**src/rtl/rc5_ir_manchester_decoder_unit_macros.svh**
```systemverilog
// ----------------------------------------------------------------------------
// rc5 decoder assertion macros
// concurrent assertion helpers, empty when SYNTH is defined
// ----------------------------------------------------------------------------
`ifndef RC5_IR_MANCHESTER_DECODER_UNIT_MACROS_SVH
`define RC5_IR_MANCHESTER_DECODER_UNIT_MACROS_SVH

`ifndef SYNTH
// same-cycle implication, checked on clk, off during reset
`define RC5_ASSERT_IMPL(label, ante, cons) \
    label: assert property (@(posedge clk) disable iff (!rst_n) (ante) |-> (cons)) \
        else $error("assertion failed");
// next-cycle implication
`define RC5_ASSERT_NEXT(label, ante, cons) \
    label: assert property (@(posedge clk) disable iff (!rst_n) (ante) |=> (cons)) \
        else $error("assertion failed");
`else
`define RC5_ASSERT_IMPL(label, ante, cons)
`define RC5_ASSERT_NEXT(label, ante, cons)
`endif

`endif

```
**src/rtl/rc5ir_pkg.sv**
```systemverilog
// ----------------------------------------------------------------------------
// rc5ir_pkg
// shared types and constants of the rc5 infrared decoder
// ----------------------------------------------------------------------------
package rc5ir_pkg;

    localparam int FRAME_BITS = 14;
    localparam int CNT_W      = 4;
    localparam int TIME_W     = 24;

    // configuration register indexes
    localparam logic [1:0] CFG_SHORT_HALF_BIT   = 2'd0;
    localparam logic [1:0] CFG_LONG_BIT         = 2'd1;
    localparam logic [1:0] CFG_TIMING_TOLERANCE = 2'd2;
    localparam logic [1:0] CFG_TICK_PRESCALE    = 2'd3;

    // classified edge event passed from front to back
    typedef struct packed {
        logic timeout;
        logic level;
        logic short_hit;
        logic long_hit;
    } class_t;

    localparam int CLASS_W = $bits(class_t);

endpackage

```
**src/rtl/rc5ir_fifo.sv**
```systemverilog
// ----------------------------------------------------------------------------
// rc5ir_fifo
// small flop-based first-in first-out queue
// ----------------------------------------------------------------------------
module rc5ir_fifo #(
    parameter int WIDTH = 4,
    parameter int DEPTH = 2
) (
    input  logic             clk,
    input  logic             rst_n,
    input  logic             push,
    input  logic [WIDTH-1:0] wdata,
    input  logic             pop,
    output logic [WIDTH-1:0] rdata,
    output logic             full,
    output logic             empty
);

    localparam int PTR_W = (DEPTH > 1) ? $clog2(DEPTH) : 1;
    localparam int CNT_W = $clog2(DEPTH + 1);

    logic [WIDTH-1:0] mem_reg [DEPTH];
    logic [PTR_W-1:0] wr_ptr_reg, wr_ptr_next;
    logic [PTR_W-1:0] rd_ptr_reg, rd_ptr_next;
    logic [CNT_W-1:0] count_reg, count_next;
    logic             do_push;
    logic             do_pop;

    assign full    = (count_reg == CNT_W'(DEPTH));
    assign empty   = (count_reg == '0);
    assign do_push = push && !full;
    assign do_pop  = pop && !empty;
    assign rdata   = mem_reg[rd_ptr_reg];

    always_comb
    begin
        wr_ptr_next = wr_ptr_reg;
        rd_ptr_next = rd_ptr_reg;
        count_next  = count_reg;
        if (do_push)
        begin
            wr_ptr_next = (wr_ptr_reg == PTR_W'(DEPTH - 1)) ? '0 : wr_ptr_reg + 1'b1;
        end
        if (do_pop)
        begin
            rd_ptr_next = (rd_ptr_reg == PTR_W'(DEPTH - 1)) ? '0 : rd_ptr_reg + 1'b1;
        end
        if (do_push && !do_pop)
        begin
            count_next = count_reg + 1'b1;
        end
        else if (do_pop && !do_push)
        begin
            count_next = count_reg - 1'b1;
        end
    end

    always_ff @(posedge clk or negedge rst_n)
    begin
        if (!rst_n)
        begin
            wr_ptr_reg <= '0;
            rd_ptr_reg <= '0;
            count_reg  <= '0;
        end
        else
        begin
            wr_ptr_reg <= wr_ptr_next;
            rd_ptr_reg <= rd_ptr_next;
            count_reg  <= count_next;
        end
    end

    always_ff @(posedge clk)
    begin
        if (do_push)
        begin
            mem_reg[wr_ptr_reg] <= wdata;
        end
    end

endmodule

```
**src/rtl/rc5ir_front.sv**
```systemverilog
// ----------------------------------------------------------------------------
// rc5ir_front
// configuration registers, tick scaling and timing window classification
// ----------------------------------------------------------------------------
module rc5ir_front (
    input  logic                  clk,
    input  logic                  rst_n,
    input  logic                  cfg_we,
    input  logic [1:0]            cfg_index,
    input  logic [15:0]           cfg_data,
    input  logic                  push,
    output logic                  full,
    input  logic                  mode,
    input  logic                  line_level,
    input  logic [15:0]           elapsed_ticks,
    input  logic                  cls_full,
    output logic                  cls_push,
    output rc5ir_pkg::class_t     cls
);

    import rc5ir_pkg::*;

    logic [15:0]       short_half_bit_reg;
    logic [15:0]       long_bit_reg;
    logic [15:0]       timing_tolerance_reg;
    logic [7:0]        tick_prescale_reg;

    logic              a_valid_reg, a_valid_next;
    logic              a_mode_reg;
    logic              a_level_reg;
    logic [TIME_W-1:0] a_time_reg;
    logic              accept;

    logic [TIME_W-1:0] diff_short;
    logic [TIME_W-1:0] diff_long;
    logic [TIME_W-1:0] nom_short;
    logic [TIME_W-1:0] nom_long;
    logic [TIME_W-1:0] tol;

    always_ff @(posedge clk or negedge rst_n)
    begin
        if (!rst_n)
        begin
            short_half_bit_reg   <= 16'd889;
            long_bit_reg         <= 16'd1778;
            timing_tolerance_reg <= 16'd300;
            tick_prescale_reg    <= 8'd1;
        end
        else if (cfg_we)
        begin
            case (cfg_index)
                CFG_SHORT_HALF_BIT:   short_half_bit_reg   <= cfg_data;
                CFG_LONG_BIT:         long_bit_reg         <= cfg_data;
                CFG_TIMING_TOLERANCE: timing_tolerance_reg <= cfg_data;
                CFG_TICK_PRESCALE:    tick_prescale_reg    <= cfg_data[7:0];
                default: ;
            endcase
        end
    end

    // stage holds the scaled time until the class queue has room
    assign full     = a_valid_reg && cls_full;
    assign accept   = push && !full;
    assign cls_push = a_valid_reg && !cls_full;

    always_comb
    begin
        a_valid_next = a_valid_reg;
        if (accept)
        begin
            a_valid_next = 1'b1;
        end
        else if (cls_push)
        begin
            a_valid_next = 1'b0;
        end
    end

    always_ff @(posedge clk or negedge rst_n)
    begin
        if (!rst_n)
        begin
            a_valid_reg <= 1'b0;
        end
        else
        begin
            a_valid_reg <= a_valid_next;
        end
    end

    always_ff @(posedge clk)
    begin
        if (accept)
        begin
            a_mode_reg  <= mode;
            a_level_reg <= line_level;
            a_time_reg  <= TIME_W'(elapsed_ticks) * TIME_W'(tick_prescale_reg);
        end
    end

    assign nom_short = TIME_W'(short_half_bit_reg);
    assign nom_long  = TIME_W'(long_bit_reg);
    assign tol       = TIME_W'(timing_tolerance_reg);

    assign diff_short = (a_time_reg >= nom_short) ? a_time_reg - nom_short
                                                  : nom_short - a_time_reg;
    assign diff_long  = (a_time_reg >= nom_long) ? a_time_reg - nom_long
                                                 : nom_long - a_time_reg;

    always_comb
    begin
        cls.timeout   = a_mode_reg;
        cls.level     = a_level_reg;
        cls.short_hit = (diff_short <= tol);
        cls.long_hit  = (diff_long <= tol);
    end

endmodule

```
**src/rtl/rc5ir_back.sv**
```systemverilog
// ----------------------------------------------------------------------------
// rc5ir_back
// manchester state graph, bit shifter and frame completion
// ----------------------------------------------------------------------------
module rc5ir_back (
    input  logic                           clk,
    input  logic                           rst_n,
    input  rc5ir_pkg::class_t              cls,
    input  logic                           cls_empty,
    output logic                           cls_pop,
    input  logic                           frame_full,
    output logic                           frame_push,
    output logic [rc5ir_pkg::FRAME_BITS-1:0] frame
);

    import rc5ir_pkg::*;

    typedef enum logic [4:0] {
        ST_RESET  = 5'b00001,
        ST_START1 = 5'b00010,
        ST_MID1   = 5'b00100,
        ST_START0 = 5'b01000,
        ST_MID0   = 5'b10000
    } state_t;

    state_t                state_reg, state_next;
    logic [CNT_W-1:0]      bit_count_reg, bit_count_next;
    logic [FRAME_BITS-1:0] frame_reg, frame_next;

    state_t                st_step;
    logic                  do_shift;
    logic                  shift_val;
    logic [CNT_W-1:0]      pos;
    logic [CNT_W-1:0]      cnt_step;
    logic [FRAME_BITS-1:0] frame_step;
    logic                  space;
    logic                  pulse;

    assign cls_pop = !cls_empty && !frame_full;
    assign space   = cls.level;
    assign pulse   = !cls.level;
    assign pos     = CNT_W'(FRAME_BITS - 1) - bit_count_reg;

    always_comb
    begin
        st_step   = state_reg;
        do_shift  = 1'b0;
        shift_val = 1'b0;
        case (state_reg)
            ST_START1:
            begin
                if (space && cls.short_hit)
                begin
                    st_step   = ST_MID1;
                    do_shift  = 1'b1;
                    shift_val = 1'b1;
                end
            end
            ST_MID1:
            begin
                if (pulse && cls.short_hit)
                begin
                    st_step = ST_START1;
                end
                else if (pulse && cls.long_hit)
                begin
                    st_step  = ST_MID0;
                    do_shift = 1'b1;
                end
            end
            ST_MID0:
            begin
                if (space && cls.long_hit)
                begin
                    st_step   = ST_MID1;
                    do_shift  = 1'b1;
                    shift_val = 1'b1;
                end
                else if (space && cls.short_hit)
                begin
                    st_step = ST_START0;
                end
            end
            ST_START0:
            begin
                if (pulse && cls.short_hit)
                begin
                    st_step  = ST_MID0;
                    do_shift = 1'b1;
                end
            end
            default:
            begin
                // idle: any edge is the first start bit
                st_step   = ST_MID1;
                do_shift  = 1'b1;
                shift_val = 1'b1;
            end
        endcase
    end

    always_comb
    begin
        cnt_step   = bit_count_reg;
        frame_step = frame_reg;
        if (do_shift)
        begin
            if (bit_count_reg < CNT_W'(FRAME_BITS))
            begin
                frame_step[pos] = shift_val;
            end
            cnt_step = bit_count_reg + 1'b1;
        end
    end

    always_comb
    begin
        state_next     = state_reg;
        bit_count_next = bit_count_reg;
        frame_next     = frame_reg;
        frame_push     = 1'b0;
        if (cls_pop)
        begin
            if (cls.timeout)
            begin
                state_next     = ST_RESET;
                bit_count_next = '0;
                frame_next     = '0;
            end
            else if (cnt_step == CNT_W'(2) &&
                     frame_step[FRAME_BITS-1:FRAME_BITS-2] != 2'b11)
            begin
                // start bits not both one
                state_next     = ST_RESET;
                bit_count_next = '0;
                frame_next     = '0;
            end
            else if (cnt_step == CNT_W'(FRAME_BITS))
            begin
                frame_push     = 1'b1;
                state_next     = ST_RESET;
                bit_count_next = '0;
                frame_next     = '0;
            end
            else
            begin
                state_next     = st_step;
                bit_count_next = cnt_step;
                frame_next     = frame_step;
            end
        end
    end

    assign frame = frame_step;

    always_ff @(posedge clk or negedge rst_n)
    begin
        if (!rst_n)
        begin
            state_reg     <= ST_RESET;
            bit_count_reg <= '0;
            frame_reg     <= '0;
        end
        else
        begin
            state_reg     <= state_next;
            bit_count_reg <= bit_count_next;
            frame_reg     <= frame_next;
        end
    end

endmodule

```
**src/rtl/rc5_ir_manchester_decoder_unit.sv**
```systemverilog
// ----------------------------------------------------------------------------
// rc5_ir_manchester_decoder_unit
// rc5 infrared manchester frame decoder driven by edge and timeout events
// ----------------------------------------------------------------------------
//
//  channel   handshake           payload
//  -------   -----------------   ------------------------------------------
//  input     push / full         mode, line_level, elapsed_ticks
//  result    pop / empty         start_bits, toggle, address, command
//  config    cfg_we              cfg_index, cfg_data
//
//  one event accepted per cycle while full is low; the event that completes
//  a frame goes through scale stage, class queue and back to the result queue
//  the tick multiply sits in the input stage, the window compare after it
//  reset restores the register defaults and idles the decoder, no sweep
//  full rises only when the class queue is full and the input stage holds
//  the state graph stops while the result queue is full
//
module rc5_ir_manchester_decoder_unit #(
    parameter int CLASS_DEPTH = 4,
    parameter int OUT_DEPTH   = 2
) (
    input  logic        clk,
    input  logic        rst_n,
    input  logic        cfg_we,
    input  logic [1:0]  cfg_index,
    input  logic [15:0] cfg_data,
    input  logic        push,
    output logic        full,
    input  logic        mode,
    input  logic        line_level,
    input  logic [15:0] elapsed_ticks,
    output logic        empty,
    input  logic        pop,
    output logic [1:0]  start_bits,
    output logic        toggle,
    output logic [4:0]  address,
    output logic [5:0]  command
);

    import rc5ir_pkg::*;

    `include "rc5_ir_manchester_decoder_unit_macros.svh"

    class_t                cls_in;
    class_t                cls_out;
    logic [CLASS_W-1:0]    cls_rdata;
    logic                  cls_push;
    logic                  cls_pop;
    logic                  cls_full;
    logic                  cls_empty;
    logic [FRAME_BITS-1:0] frame_wdata;
    logic [FRAME_BITS-1:0] frame_rdata;
    logic                  frame_push;
    logic                  out_full;

    rc5ir_front u_front (
        .clk           (clk),
        .rst_n         (rst_n),
        .cfg_we        (cfg_we),
        .cfg_index     (cfg_index),
        .cfg_data      (cfg_data),
        .push          (push),
        .full          (full),
        .mode          (mode),
        .line_level    (line_level),
        .elapsed_ticks (elapsed_ticks),
        .cls_full      (cls_full),
        .cls_push      (cls_push),
        .cls           (cls_in)
    );

    rc5ir_fifo #(
        .WIDTH (CLASS_W),
        .DEPTH (CLASS_DEPTH)
    ) u_cls_fifo (
        .clk   (clk),
        .rst_n (rst_n),
        .push  (cls_push),
        .wdata (cls_in),
        .pop   (cls_pop),
        .rdata (cls_rdata),
        .full  (cls_full),
        .empty (cls_empty)
    );

    assign cls_out = class_t'(cls_rdata);

    rc5ir_back u_back (
        .clk        (clk),
        .rst_n      (rst_n),
        .cls        (cls_out),
        .cls_empty  (cls_empty),
        .cls_pop    (cls_pop),
        .frame_full (out_full),
        .frame_push (frame_push),
        .frame      (frame_wdata)
    );

    rc5ir_fifo #(
        .WIDTH (FRAME_BITS),
        .DEPTH (OUT_DEPTH)
    ) u_out_fifo (
        .clk   (clk),
        .rst_n (rst_n),
        .push  (frame_push),
        .wdata (frame_wdata),
        .pop   (pop),
        .rdata (frame_rdata),
        .full  (out_full),
        .empty (empty)
    );

    assign start_bits = frame_rdata[13:12];
    assign toggle     = frame_rdata[11];
    assign address    = frame_rdata[10:6];
    assign command    = frame_rdata[5:0];

    // front never writes a full class queue
    `RC5_ASSERT_IMPL(a_cls_no_overflow, cls_push, !cls_full)
    // back only steps with an event waiting and room for a result
    `RC5_ASSERT_IMPL(a_back_step_ok, cls_pop, !cls_empty && !out_full)
    // a delivered frame always carries both start bits set
    `RC5_ASSERT_IMPL(a_start_bits_set, !empty, start_bits == 2'b11)
    // a completed frame is in the result queue in the next cycle
    `RC5_ASSERT_NEXT(a_frame_lands, frame_push, !empty)

endmodule
```
**config.mk**
```make
export PLATFORM = sky130hd
export DESIGN_NAME = rc5_ir_manchester_decoder_unit
export DESIGN_NICKNAME = d
export VERILOG_FILES = /design/src/rtl/rc5ir_pkg.sv /design/src/rtl/rc5ir_fifo.sv /design/src/rtl/rc5ir_front.sv /design/src/rtl/rc5ir_back.sv /design/src/rtl/rc5_ir_manchester_decoder_unit.sv
export VERILOG_INCLUDE_DIRS = /design/src /design/src/rtl
export SDC_FILE = /design/constraint.sdc
export NUM_CORES = 1
export LEC_CHECK = 0
export BUFFER_PORTS_ARGS = -buffer_cell sky130_fd_sc_hd__buf_2
export CORE_MARGIN = 2
export CORE_UTILIZATION = 40
export CTS_BUF_LIST = sky130_fd_sc_hd__clkbuf_2
export CTS_CLUSTER_SIZE = 25
export DETAILED_ROUTE_END_ITERATION = 8
export GPL_TIMING_DRIVEN = 0
export PLACE_DENSITY = 0.58
export SLEW_MARGIN = 20
export SYNTH_ARGS = -nofsm -noshare
export SYNTH_HDL_FRONTEND = slang
export SYNTH_SLANG_ARGS = --single-unit
```
**constraint.sdc**
```tcl
create_clock -name clk -period 7.6 [get_ports clk]
set_input_delay 1.14 -clock clk [delete_from_list [all_inputs] [get_ports clk]]
set_output_delay 1.14 -clock clk [all_outputs]
set_load 0.05 [all_outputs]
```
## Word level (Yosys, flattened, before mapping)

Memories as Yosys holds them, arrays and structs flattened.
Index checks and enable logic that the tools add are counted.

| word-level totals | value |
|---|---|
| flip-flop bits (word level) | 117 |
| memory bits (writable) | 44 |
| input port bits | 41 |
| word-level logic and storage cells | 148 |
| memories kept | 2 |

| operators by class | value |
|---|---|
| add/sub/neg operators | 14 |
| $mul | 1 |
| magnitude comparators | 7 |
| equality and inequality tests | 18 |
| mux-type cells | 49 |
| reductions and logical operators | 40 |

Memories:

| memory | depth | width | read ports | clocked after memory_dff | write ports | line | RTL |
|---|---|---|---|---|---|---|---|
| u_out_fifo.mem_reg | 2 | 14 | 1 | 0 | 1 | rc5ir_fifo.sv:22 | `logic [WIDTH-1:0] mem_reg [DEPTH];` |
| u_cls_fifo.mem_reg | 4 | 4 | 1 | 0 | 1 | rc5ir_fifo.sv:22 |  |

Operators by type and width:

| operator | count |
|---|---|
| $mux W14 | 5 |
| $ge A24 B16 Y1 | 2 |
| $le A24 B16 Y1 | 2 |
| $mux W24 | 2 |
| $sub A16 B24 Y24 | 2 |
| $sub A24 B16 Y24 | 2 |
| $mux W5 | 9 |
| $mul A16 B8 Y24 | 1 |
| $pmux W5 S4 | 1 |
| $logic_and A1 B1 Y1 | 18 |
| $mux W1 | 18 |
| $mux W4 | 4 |
| $bwmux W14 | 1 |
| $ne A6 B2 Y1 const B | 2 |
| $eq A2 B2 Y1 const B | 5 |
| $logic_not A1 Y1 | 10 |
| $ne A5 B2 Y1 const B | 2 |
| $mux W2 | 4 |
| $reduce_and A2 Y1 | 4 |
| $add A2 B1 Y2 const B | 3 |
| $mux W3 | 2 |
| $reduce_bool A2 Y1 | 3 |
| $eq A5 B2 Y1 const B | 1 |
| $eq A5 B3 Y1 const B | 1 |
| other kinds (23) | 25 |

## Logic depth before layout (Yosys ltp)

Gate-level depths: netlist (run 1).

| depth | value |
|---|---|
| depth after elaboration | 18 |
| gate-level depth with buffers | 22 |
| gate-level depth less buffers | 22 |

## Modules after synthesis

From an unflattened synthesis (run 1), not the netlist that was laid out.

| unflattened totals | value |
|---|---|
| cells, all modules | 1570 |
| area total of the unflattened synthesis | 15235.9 um2 |

By module, submodules not included:

| module | instances | cells an instance | area an instance (um2) | seq. area each (um2) |
|---|---|---|---|---|
| rc5ir_front | 1 | 1262 | 11183.2 | 2230.9 |
| rc5ir_back | 1 | 187 | 1749.2 | 576.8 |
| rc5ir_fifo (u_out_fifo) | 1 | 63 | 1260.0 | 940.9 |
| rc5ir_fifo (u_cls_fifo) | 1 | 58 | 1043.5 | 655.6 |

## Worst setup path after synthesis (run 1)

Ideal clock, no wire load.

| timing path | value |
|---|---|
| kind | input to register |
| start | input elapsed_ticks[3] |
| end | register u_front.a_time_reg[20] (data pin) |
| library setup time | 0.259 ns |
| arrival time | 5.292 ns |
| required time | 7.341 ns |
| setup slack | 2.049 ns |
| stages | 16 |
| path buffers | 0 |
| cell sequence | and2_1 -> fa_1 -> inv_1 -> fa_1 -> fa_1 -> fa_1 -> inv_1 -> ha_1 -> or2_2 -> a21oi_1 -> a211oi_1 -> o31ai_1 -> o21ai_0 -> a21o_1 -> a21oi_1 -> xnor2_1 |

| between the ends | value |
|---|---|
| word-level cells in the longest chain between the ends | 1 |

RTL lines:

| what | line | RTL |
|---|---|---|
| start: declaration | rc5_ir_manchester_decoder_unit.sv:32 | `input logic [15:0] elapsed_ticks,` |
| $mul A16 B8 Y24 | rc5ir_front.sv:97 | `a_time_reg <= TIME_W'(elapsed_ticks) * TIME_W'(tick_prescale_reg);` |
| end signal: assignment | rc5ir_front.sv:97 |  |
| end: declaration | rc5ir_front.sv:31 | `logic [TIME_W-1:0] a_time_reg;` |

Every way passes these cells.
A chain may end at the register's enable or synchronous reset.

==> impl_metrics.toml, run 1 <==
[cts]
cts_made_buffers = 17
clkTransAtPathRegs_ns = 0.27
clock_latency_ns = 0.82
post-cts-setup-buffers = 0
cts_root_buf = "clkbuf_2"
hold_buffers = 0
cts_tree = "built"
htree_levels = 4
cts.path.max_buffers = 2
cts.sinks = 161

[grt]
grt_max_degree = 71
gr-usage-met1_pct = 27.2
grt_use_met2_pct = 32.7
antenna_found_initial = 2
track_usage_pct = 19.7
grt_pass1_vias = 11700
overflow = 0
gr-usage-met3_pct = 2.39
grt.busiest_layer = "met2"
grt_pass1_wl_um = 60800

[critical_path]
worstPathArrival_ns = 7.52
worst-setup-path-type = "reg -> reg"
cpMostUsedCell = "clkbuf_1"
r2r_cells = 20
path_delay_family = "compound AO/OA/AOI/OAI gates"
crit_required_ns = 8.15
worstPathCellList = "inv_1, ha_1, clkbuf_1, nand4_1, nor3_1, o31ai_1, nand3_1, clkbuf_1, clkbuf_1, mux2_2, ha_1, nor2b_1, o211ai_1, a21oi_1, a2111oi_0, o22ai_1, a2111oi_0, o21ai_0, a211o_1, nor4_2"
crit_path_end_kind = "flip-flop"
slowest_delay_ns = 0.66
crit_start = "u_front.a_time_reg[8]"
cp_num_buf_inv = 4
rrSetupSlack_ns = 0.62
path_max_fanout = 10
r2r-end = "u_cls_fifo.mem_reg[3][1]"
crit_slowest_cell = "a2111oi_0"
start_kind = "flip-flop"
crit-reg2reg-launch = "u_front.a_time_reg[8]"

[sta]
clock_skew_ns = 0.0307
drv_slew = 0
holdWs_ns = 0.127
grt_setup_unrepaired = "no"
fin_crit_sh_pct = 91.8
period_minus_slack_ns = 6.98
tns_ns = 0
worst_slew_pin_slew_ns = 0.810
setup_viol = 0
hold_violations = 0
fmax_mhz = 143
max-slew-margin-rel_pct = 44.6
fin_ws_ns = 0.622

[place]
gp_congestion = 0.891
numPortBuffers = 56
post-place-cells = 2086
pre_cts_ws_ns = 0.349
hpwl_um = 29900

[power_and_ir_drop]
swShare_pct = 50.0
p_seq_share_pct = 21.1
peakVddDrop_mv = 0.176
p_int_mw = 3.57
p_switching_mw = 3.57
power_density_nw_per_um2 = 443
p_total_mw = 7.14
clockPowerShare_pct = 6.9
combPwrFrac_pct = 72.0
leakagePower_nw = 7.41

[routing]
ant_nets = 0
via_count = 11400
route.detailed.drc = 0
vias_per_cell = 5.36
drt_wl_total_um = 36900
drt-initial-drc-count = 666
wire_per_inst_um = 17.4
drt_first_pass_iters = 7

[cells_and_area]
drive_gt1_share_pct = 11.9
fin_cells = 2120
n_fill_cell = 3556
largest_register_ffs = 28
nNetsFinal = 1920
area_delta_synth_final_pct = 7.90

[floorplan]
fp.dieW_um = 197
pin_count = 57
core_region_area_um2 = 36700
die_y_um = 197
die-area_um2 = 38900
num_rows = 70
initial_utilization_pct = 40.7

[synth]
ys_warn_count = 0
syn_nets = 1844
synth-async-reset-ratio_pct = 56.5
yosysUniqueCellTypes = 79
ys_seq_area_share_pct = 29.5
synth_seq_cells = 161
synth_area_um2 = 14900
syn_area_per_cell_um2 = 9.56
synth-main-ff-cell = "dfrtp_1"
synth_edf_count = 70
synthCells = 1561

[outcome]
run_status = "finished, final reports clean"

[job]
maxCapViolCount = 0

[hold_path]
hold_path_class = "in -> async"
-- layout make-up --
| type | instances | area, µm² | share of cell area (%) |
|---|---|---|---|
| Clock buffer | 17 | 85.1 | 0.528 |
| Clock inverter | 15 | 165 | 1.03 |
| Sequential cell | 161 | 4400 | 27.3 |
| Tap cell | 468 | 586 | 3.64 |
| Antenna cell | 2 | 5.00 | 0.0311 |
| Buffer | 51 | 204 | 1.27 |
| Inverter | 199 | 747 | 4.64 |
| Timing Repair Buffer | 57 | 314 | 1.95 |
| Multi-Input combinational cell | 1150 | 9600 | 59.6 |
-- through the flow --
stage,cell area (µm²),util [%]
global route,16100,43.9
CTS,16100,43.9
floorplan,14900,-
global placement,15800,43.0
detailed placement,15800,43.2
finish,16100,43.9
-- cells in the mapped netlist, types with 14 or more instances --
cell,n,area (µm²)
fa_1,89,1780
nor2_1,73,274
clkbuf_1,46,173
nor3_1,23,115
nand3_1,25,125
dfstp_2,20,526
a21o_1,28,210
o31ai_1,16,120
mux2_2,61,687
o21a_1,17,128
a211oi_1,16,120
nand2_1,111,417
inv_1,199,747
ha_1,153,1910
a21oi_1,72,360
a31oi_1,14,87.6
and2_1,106,663
edfxtp_1,70,2100
dfrtp_1,71,1780
xnor2_1,38,333
xor2_1,25,219
nand4_1,16,100
o21ai_0,98,490
-- placed cells by master, fill, tap and decap left out, types with 70 or more instances in the layout --
master | synthesis | layout
o21ai_0 | 98 | 98
and2_1 | 106 | 106
fa_1 | 89 | 89
edfxtp_1 | 70 | 70
ha_1 | 153 | 153
dfrtp_1 | 71 | 71
nand2_1 | 111 | 111
a21oi_1 | 72 | 72
inv_1 | 199 | 199
nor2_1 | 73 | 73
-- worst reg2reg max path: stages, from the launching register on --
cell and delay [ns]:
edfxtp_1 0.51, inv_1 0.12, ha_1 0.30, clkbuf_1 0.29, nand4_1 0.25, nor3_1 0.47, o31ai_1 0.25, nand3_1 0.20
clkbuf_1 0.45, clkbuf_1 0.52, mux2_2 0.42, ha_1 0.29, nor2b_1 0.13, o211ai_1 0.17, a21oi_1 0.10, a2111oi_0 0.66
o22ai_1 0.15, a2111oi_0 0.42, o21ai_0 0.22, a211o_1 0.31, nor4_2 0.50
-- per-layer routing --
metal | up-vias | part of all wire, %
met2 | 247 | 47
li1 | 5533 | -
met3 | 39 | 3.5
met4 | 0 | 1.8
met1 | 5543 | 48
met5 | - | 0
-- worst max-delay path by stage --
stage	slack (ns)	cells after the start	to
3_3_place_gp	0.34	20	u_cls_fifo.mem_reg[2][1]
2_1_floorplan	2.05	16	u_front.a_time_reg[20]
4_1_cts	0.29	20	u_cls_fifo.mem_reg[3][1]
5_1_grt	0.12	20	u_cls_fifo.mem_reg[0][1]
3_5_place_dp	0.35	20	u_cls_fifo.mem_reg[2][1]
6_report	0.62	20	u_cls_fifo.mem_reg[3][1]
-- timing repair --
| item | in CTS | in global routing |
|---|---|---|
| endpoints found under the setup margin | 0 | 4 |
| hold endpoints to repair | 0 | 0 |
| gates resized for setup | 0 | 1 |
-- logic make-up after synthesis --
family	after synthesis	synth area share, %
AND/OR/NAND/NOR	427	14.8
XOR/XNOR	63	3.70
buffers and inverters	250	6.37
AO/OA/AOI/OAI	343	15.0
adder cells (fa/ha/maj)	242	24.8
flip-flops	161	29.5
multiplexers	75	5.90
-- power by group through the flow --
stage / logic [mW] / clock network, mW / registers [mW]
finish: 5.14 / 0.491 / 1.51
global route: 5.89 / 0.540 / 1.53
CTS: 5.16 / 0.504 / 1.50
detailed placement: 5.11 / 0 / 1.52
global placement: 5.03 / 0 / 1.51
floorplan: 4.04 / 0 / 1.42
Note: power is estimated with default switching activity, not from simulation.
==> run 2, diff against run 1 <==
--- a/config.mk
+++ b/config.mk
@@ -14,6 +14,7 @@
 export DETAILED_ROUTE_END_ITERATION = 8
 export GPL_TIMING_DRIVEN = 0
 export PLACE_DENSITY = 0.58
+export RECOVER_POWER = 50
 export SLEW_MARGIN = 20
 export SYNTH_ARGS = -nofsm -noshare
 export SYNTH_HDL_FRONTEND = slang
==> run 2 against run 1 <==
- the run now ends with capacitance limit, slew limit left
- clock power hardly changed
- maximum frequency is 1.2% lower
- hold slack better by 0.36 ns
- cell area decreased by 0.30%
==> impl_metrics.toml, run 2 (synthesis results as in run 1) <==
[sta]
clock_skew_ns = 0.0341
drv_slew = 98
tns_ns = 0
max-slew-margin-rel_pct = -165
fmax_mhz = 142
grt_setup_unrepaired = "no"
setup_viol = 0
fin_crit_sh_pct = 93.0
holdWs_ns = 0.491
period_minus_slack_ns = 7.07
hold_violations = 0
worst_slew_pin_slew_ns = 3.97
fin_ws_ns = 0.535

[outcome]
run_status = "finished with violations"
violations = "capacitance limit, slew limit"

[routing]
drt_wl_total_um = 36900
vias_per_cell = 5.37
drt-initial-drc-count = 666
drt_first_pass_iters = 5
via_count = 11400
route.detailed.drc = 0
wire_per_inst_um = 17.4
ant_nets = 0

[cts]
post-cts-setup-buffers = 0
clock_latency_ns = 0.83
cts.path.max_buffers = 2
cts.sinks = 161
htree_levels = 4
clkTransAtPathRegs_ns = 0.25
cts_root_buf = "clkbuf_2"
cts_tree = "built"
cts_made_buffers = 17

[power_and_ir_drop]
leakagePower_nw = 7.37
peakVddDrop_mv = 0.176
power_density_nw_per_um2 = 444

[floorplan]
core_region_area_um2 = 36700
die_y_um = 197
die-area_um2 = 38900
initial_utilization_pct = 40.7
fp.dieW_um = 197
pin_count = 57
num_rows = 70

[grt]
grt_pass1_wl_um = 60800
grt_max_degree = 71
overflow = 0
grt_pass1_vias = 11700
antenna_found_initial = 2
track_usage_pct = 19.7

[cells_and_area]
n_fill_cell = 3562
nNetsFinal = 1920
final_cell_mix = "199 x inv_1, 153 x ha_1, 111 x nand2_1"
drive_gt1_share_pct = 11.5
fin_util_pct = 43.8
largest_register_ffs = 28
area_delta_synth_final_pct = 7.58
layout.cells.most_common = "inv_1"

[critical_path]
crit_path_end_kind = "flip-flop"
worstPathArrival_ns = 7.61
start_kind = "flip-flop"
crit_required_ns = 8.15
worst-setup-path-type = "reg -> reg"
path_max_fanout = 10

[hold_path]
hold_path_class = "in -> reg"

[place]
pre_cts_ws_ns = 0.349
hpwl_um = 29900
gp_congestion = 0.891
numPortBuffers = 56

[job]
maxCapViolCount = 2
==> run 2: final timing paths <==
check                                       from                         endpoint  slack [ns]  depth (start not counted)
min in group asynchronous                  rst_n  u_front.timing_tolerance_reg[0]        0.51                          1
min                                         mode               u_front.a_mode_reg        0.49                          1
max in group asynchronous                  rst_n    u_front.short_half_bit_reg[7]        2.75                          2
min reg2reg                 u_back.frame_reg[13]             u_back.frame_reg[13]        0.52                          2
max                        u_front.a_time_reg[8]         u_cls_fifo.mem_reg[3][1]        0.53                         20
max reg2reg                u_front.a_time_reg[8]         u_cls_fifo.mem_reg[3][1]        0.53                         20
==> run 2: cell type report <==
class | count | area [µm²] | area share (%)
antenna | 2 | 5.00 | 0.0312
buffer | 51 | 204 | 1.27
clock buffer | 17 | 85.1 | 0.530
clock inverter | 15 | 165 | 1.03
inverter | 199 | 747 | 4.65
multi-input combinational | 1150 | 9580 | 59.7
sequential | 161 | 4400 | 27.4
tap | 468 | 586 | 3.65
timing repair buffer | 57 | 280 | 1.75
==> run 2: timing repair <==
item	CTS	global route
resized for setup	0	1
hold buffers	0	0
endpoints found under the setup margin	0	4
==> run 2: layer usage <==
layer  share of wire (%)  GRT usage, %  up-vias
li1                    -             -     5540
met1                  48          27.2     5543
met2                  46          32.7      260
met3                 3.8          2.39       44
met4                 1.9          5.57        0
met5                   0             0        -
==> run 2: power breakdown <==
part	internal (mW)	switching, mW
Sequential	1.28	0.226
Combinational	2.15	2.99
Clock	0.136	0.356
==> run 2: metrics by stage <==
stage	cell area [µm²]	cells	power, mW
floorplan	14900	1561	5.46
global placement	15800	2085	6.53
detailed placement	15800	2086	6.63
CTS	16100	2118	7.16
global route	16100	2119	7.95
finish	16100	2120	7.13
==> run 2: critical path: stages (launching register included) <==
cell	delay (ns)
edfxtp_1	0.50
inv_1	0.12
ha_1	0.30
clkbuf_1	0.30
nand4_1	0.26
nor3_1	0.48
o31ai_1	0.26
nand3_1	0.20
clkbuf_1	0.45
clkbuf_1	0.52
mux2_2	0.42
ha_1	0.29
nor2b_1	0.13
o211ai_1	0.17
a21oi_1	0.10
a2111oi_0	0.73
o22ai_1	0.15
a2111oi_0	0.42
o21ai_0	0.22
a211o_1	0.31
nor4_2	0.50
==> run 3, diff against run 2 <==
--- a/config.mk
+++ b/config.mk
@@ -6,6 +6,7 @@
 export SDC_FILE = /design/constraint.sdc
 export NUM_CORES = 1
 export LEC_CHECK = 0
+export ABC_AREA = 1
 export BUFFER_PORTS_ARGS = -buffer_cell sky130_fd_sc_hd__buf_2
 export CORE_MARGIN = 2
 export CORE_UTILIZATION = 40
==> run 3 against run 2 <==
- the flow still finishes with violations (capacitance limit, slew limit)
- area after synthesis rose by 7.7%
- first-iteration DRC count rose by 48%
- cell count rose by 30%
- register-to-register slack improved by 1.4 ns
- core utilization fell by 0.53 points
- flip-flop and latch count did not move
- critical path depth did not move
- critical path type unchanged
- largest cell class unchanged
==> impl_metrics.toml, run 3 <==
[grt]
overflow = 0
grt_pass1_wl_um = 71700
antenna_found_initial = 4
grt_max_degree = 54
track_usage_pct = 21.9
grt_pass1_vias = 13900

[cts]
cts_resized = 0
clock_latency_ns = 0.83
post-cts-setup-buffers = 0
cts_made_buffers = 17
cts.sinks = 161
cts.path.max_buffers = 2
cts_root_buf = "clkbuf_2"
hold_buffers = 0
cts_tree = "built"
htree_levels = 4
clkTransAtPathRegs_ns = 0.24

[cells_and_area]
largest_register_ffs = 28
final_cell_mix = "566 x nand2_1, 439 x inv_1, 153 x ha_1"
n_fill_cell = 4147
drive_gt1_share_pct = 6.44
layout.cells.most_common = "nand2_1"
nNetsFinal = 2507
area_delta_synth_final_pct = 6.87

[outcome]
run_status = "finished with violations"
violations = "capacitance limit, slew limit"

[power_and_ir_drop]
clockPowerShare_pct = 7.0
power_density_nw_per_um2 = 402
p_switching_mw = 3.81
p_seq_share_pct = 20.6
leakagePower_nw = 9.20
p_total_mw = 6.90
combPwrFrac_pct = 72.5
swShare_pct = 55.2
p_int_mw = 3.10
peakVddDrop_mv = 0.146

[critical_path]
worstPathArrival_ns = 6.32
rrSetupSlack_ns = 1.90
start_kind = "flip-flop"
worst-setup-path-type = "reg -> reg"
path_max_fanout = 10
crit_path_end_kind = "flip-flop"
crit_required_ns = 8.22

[synth]
synthCells = 2164
yosysUniqueCellTypes = 55
synth_area_leaders = "nand2_1 13%, edfxtp_1 13%, ha_1 12%"
synth_top_area_cell = "nand2_1"
yosysMostFrequentCell = "nand2_1"
synth_seq_cells = 161
synth-async-reset-ratio_pct = 56.5
synth_xor_area_share_pct = 3.76
syn_nets = 2447
synth_top_family_by_area = "adder cells"
syn_area_per_cell_um2 = 7.43
synth_common_cells = "566 x nand2_1, 439 x inv_1, 153 x ha_1"
synth.area.mux_share_pct = 0.381
ys_seq_area_share_pct = 27.4
synthAdderAreaFrac_pct = 23.0
synth-main-ff-cell = "dfrtp_1"
synth_compound_area_share_pct = 12.4
yosys.area.top_type_share_pct = 13.2
synth_area_um2 = 16100
ys_warn_count = 0
synth_edf_count = 70
synth-simple-area-share_pct = 20.8

[routing]
drt_wl_total_um = 43900
via_count = 13700
drt_first_pass_iters = 5
drt-initial-drc-count = 985
vias_per_cell = 4.97
wire_per_inst_um = 15.9
route.detailed.drc = 0
ant_nets = 0

[sta]
fmax_mhz = 175
grt_setup_unrepaired = "no"
drv_slew = 94
hold_violations = 0
tns_ns = 0
worst_slew_pin_slew_ns = 3.11
clock_skew_ns = 0.0264
fin_crit_sh_pct = 75.0
max-slew-margin-rel_pct = -107
period_minus_slack_ns = 5.70
setup_viol = 0

[place]
hpwl_um = 36000
numPortBuffers = 40
gp_congestion = 0.920

[hold_path]
hold_path_class = "reg -> reg"

[floorplan]
fp.dieW_um = 204
initial_utilization_pct = 40.5
die_y_um = 204
pin_count = 57
num_rows = 73
die-area_um2 = 41800
core_region_area_um2 = 39700

[job]
maxCapViolCount = 2
[run 3: cell types whose count changed in the layout (fill, tap and decap cells not counted), sizes merged, moves of 60 or more]
cell | previous run | this run
nand2 | 111 | 571
nor2 | 73 | 143
o21ai | 99 | 167
mux2 | 61 | 1
and2 | 106 | 1
inv | 207 | 451
[run 3: metal layers]
metal | GRT usage (%) | up-vias | part of all wire [%]
met3 | 3.01 | 50 | 4.1
li1 | - | 6881 | -
met2 | 37.2 | 285 | 47
met1 | 29.1 | 6513 | 47
met4 | 6.24 | 2 | 2.2
met5 | 0 | - | 0.030
[run 3: worst max-delay path: stages (launching register included)]
cell       delay (ns)
dfrtp_1          0.38
clkbuf_1         0.44
clkbuf_1         0.52
nand2_1          0.16
fa_1             0.55
inv_1            0.05
fa_1             0.48
fa_1             0.54
inv_1            0.05
fa_1             0.52
inv_1            0.04
ha_1             0.36
nand2_1          0.09
nor2_1           0.21
nand2_1          0.09
nor2_1           0.09
a211oi_1         0.08
o21ai_0          0.48
nand3_1          0.14
o2111ai_1        0.12
xor2_1           0.09
[run 3: stage by stage]
step / instances / hold slack, ns / setup WS, ns / util [%] / cell area, µm²
5_1_grt: 2764 / 0.431 / 1.40 / 43.2 / 17200
6_report: 2765 / 0.513 / 1.90 / 43.2 / 17200
2_1_floorplan: 2164 / 0.452 / 2.32 / - / 16100
4_1_cts: 2762 / 0.0559 / 1.91 / 43.3 / 17200
3_5_place_dp: 2730 / 0.476 / 1.73 / 42.7 / 17000
3_3_place_gp: 2729 / 0.467 / 1.76 / 42.6 / 16900
[run 3: power groups by stage]
stage	combinational, mW	clock (mW)	sequential, mW
after floorplan	3.80	0	1.35
after global placement	4.88	0	1.43
after detailed placement	4.96	0	1.44
after CTS	4.99	0.503	1.42
after global routing	5.73	0.529	1.44
final	5.00	0.481	1.42
[run 3: area by class of cell]
type	count	area, µm²	area share [%]
sequential	161	4400	25.6
tap	525	657	3.82
timing repair buffer	41	198	1.15
buffer	65	292	1.70
clock inverter	15	153	0.889
multi-input combinational	1489	9690	56.4
inverter	449	1690	9.83
antenna	3	7.51	0.0437
clock buffer	17	85.1	0.495
[run 3: final timing paths]
| path | start | endpoint | cells past startpoint |
|---|---|---|---|
| setup / recovery | u_front.tick_prescale_reg[4] | u_front.a_time_reg[23] | 20 |
| hold / removal | u_front.timing_tolerance_reg[2] | u_front.timing_tolerance_reg[2] | 2 |
| setup reg to reg | u_front.tick_prescale_reg[4] | u_front.a_time_reg[23] | 20 |
| hold reg to reg | u_front.timing_tolerance_reg[2] | u_front.timing_tolerance_reg[2] | 2 |
| max in group asynchronous | rst_n | u_front.timing_tolerance_reg[14] | 2 |
| min in group asynchronous | rst_n | u_front.tick_prescale_reg[4] | 1 |
[run 3: kinds of logic after synthesis]
kind of cell	after synthesis
AOI/OAI and AO/OA	350
DFF	161
adders and majority gates	242
and+or+nand+nor	822
xor gates and xnor gates	69
buffers and inverters	514
muxes	6
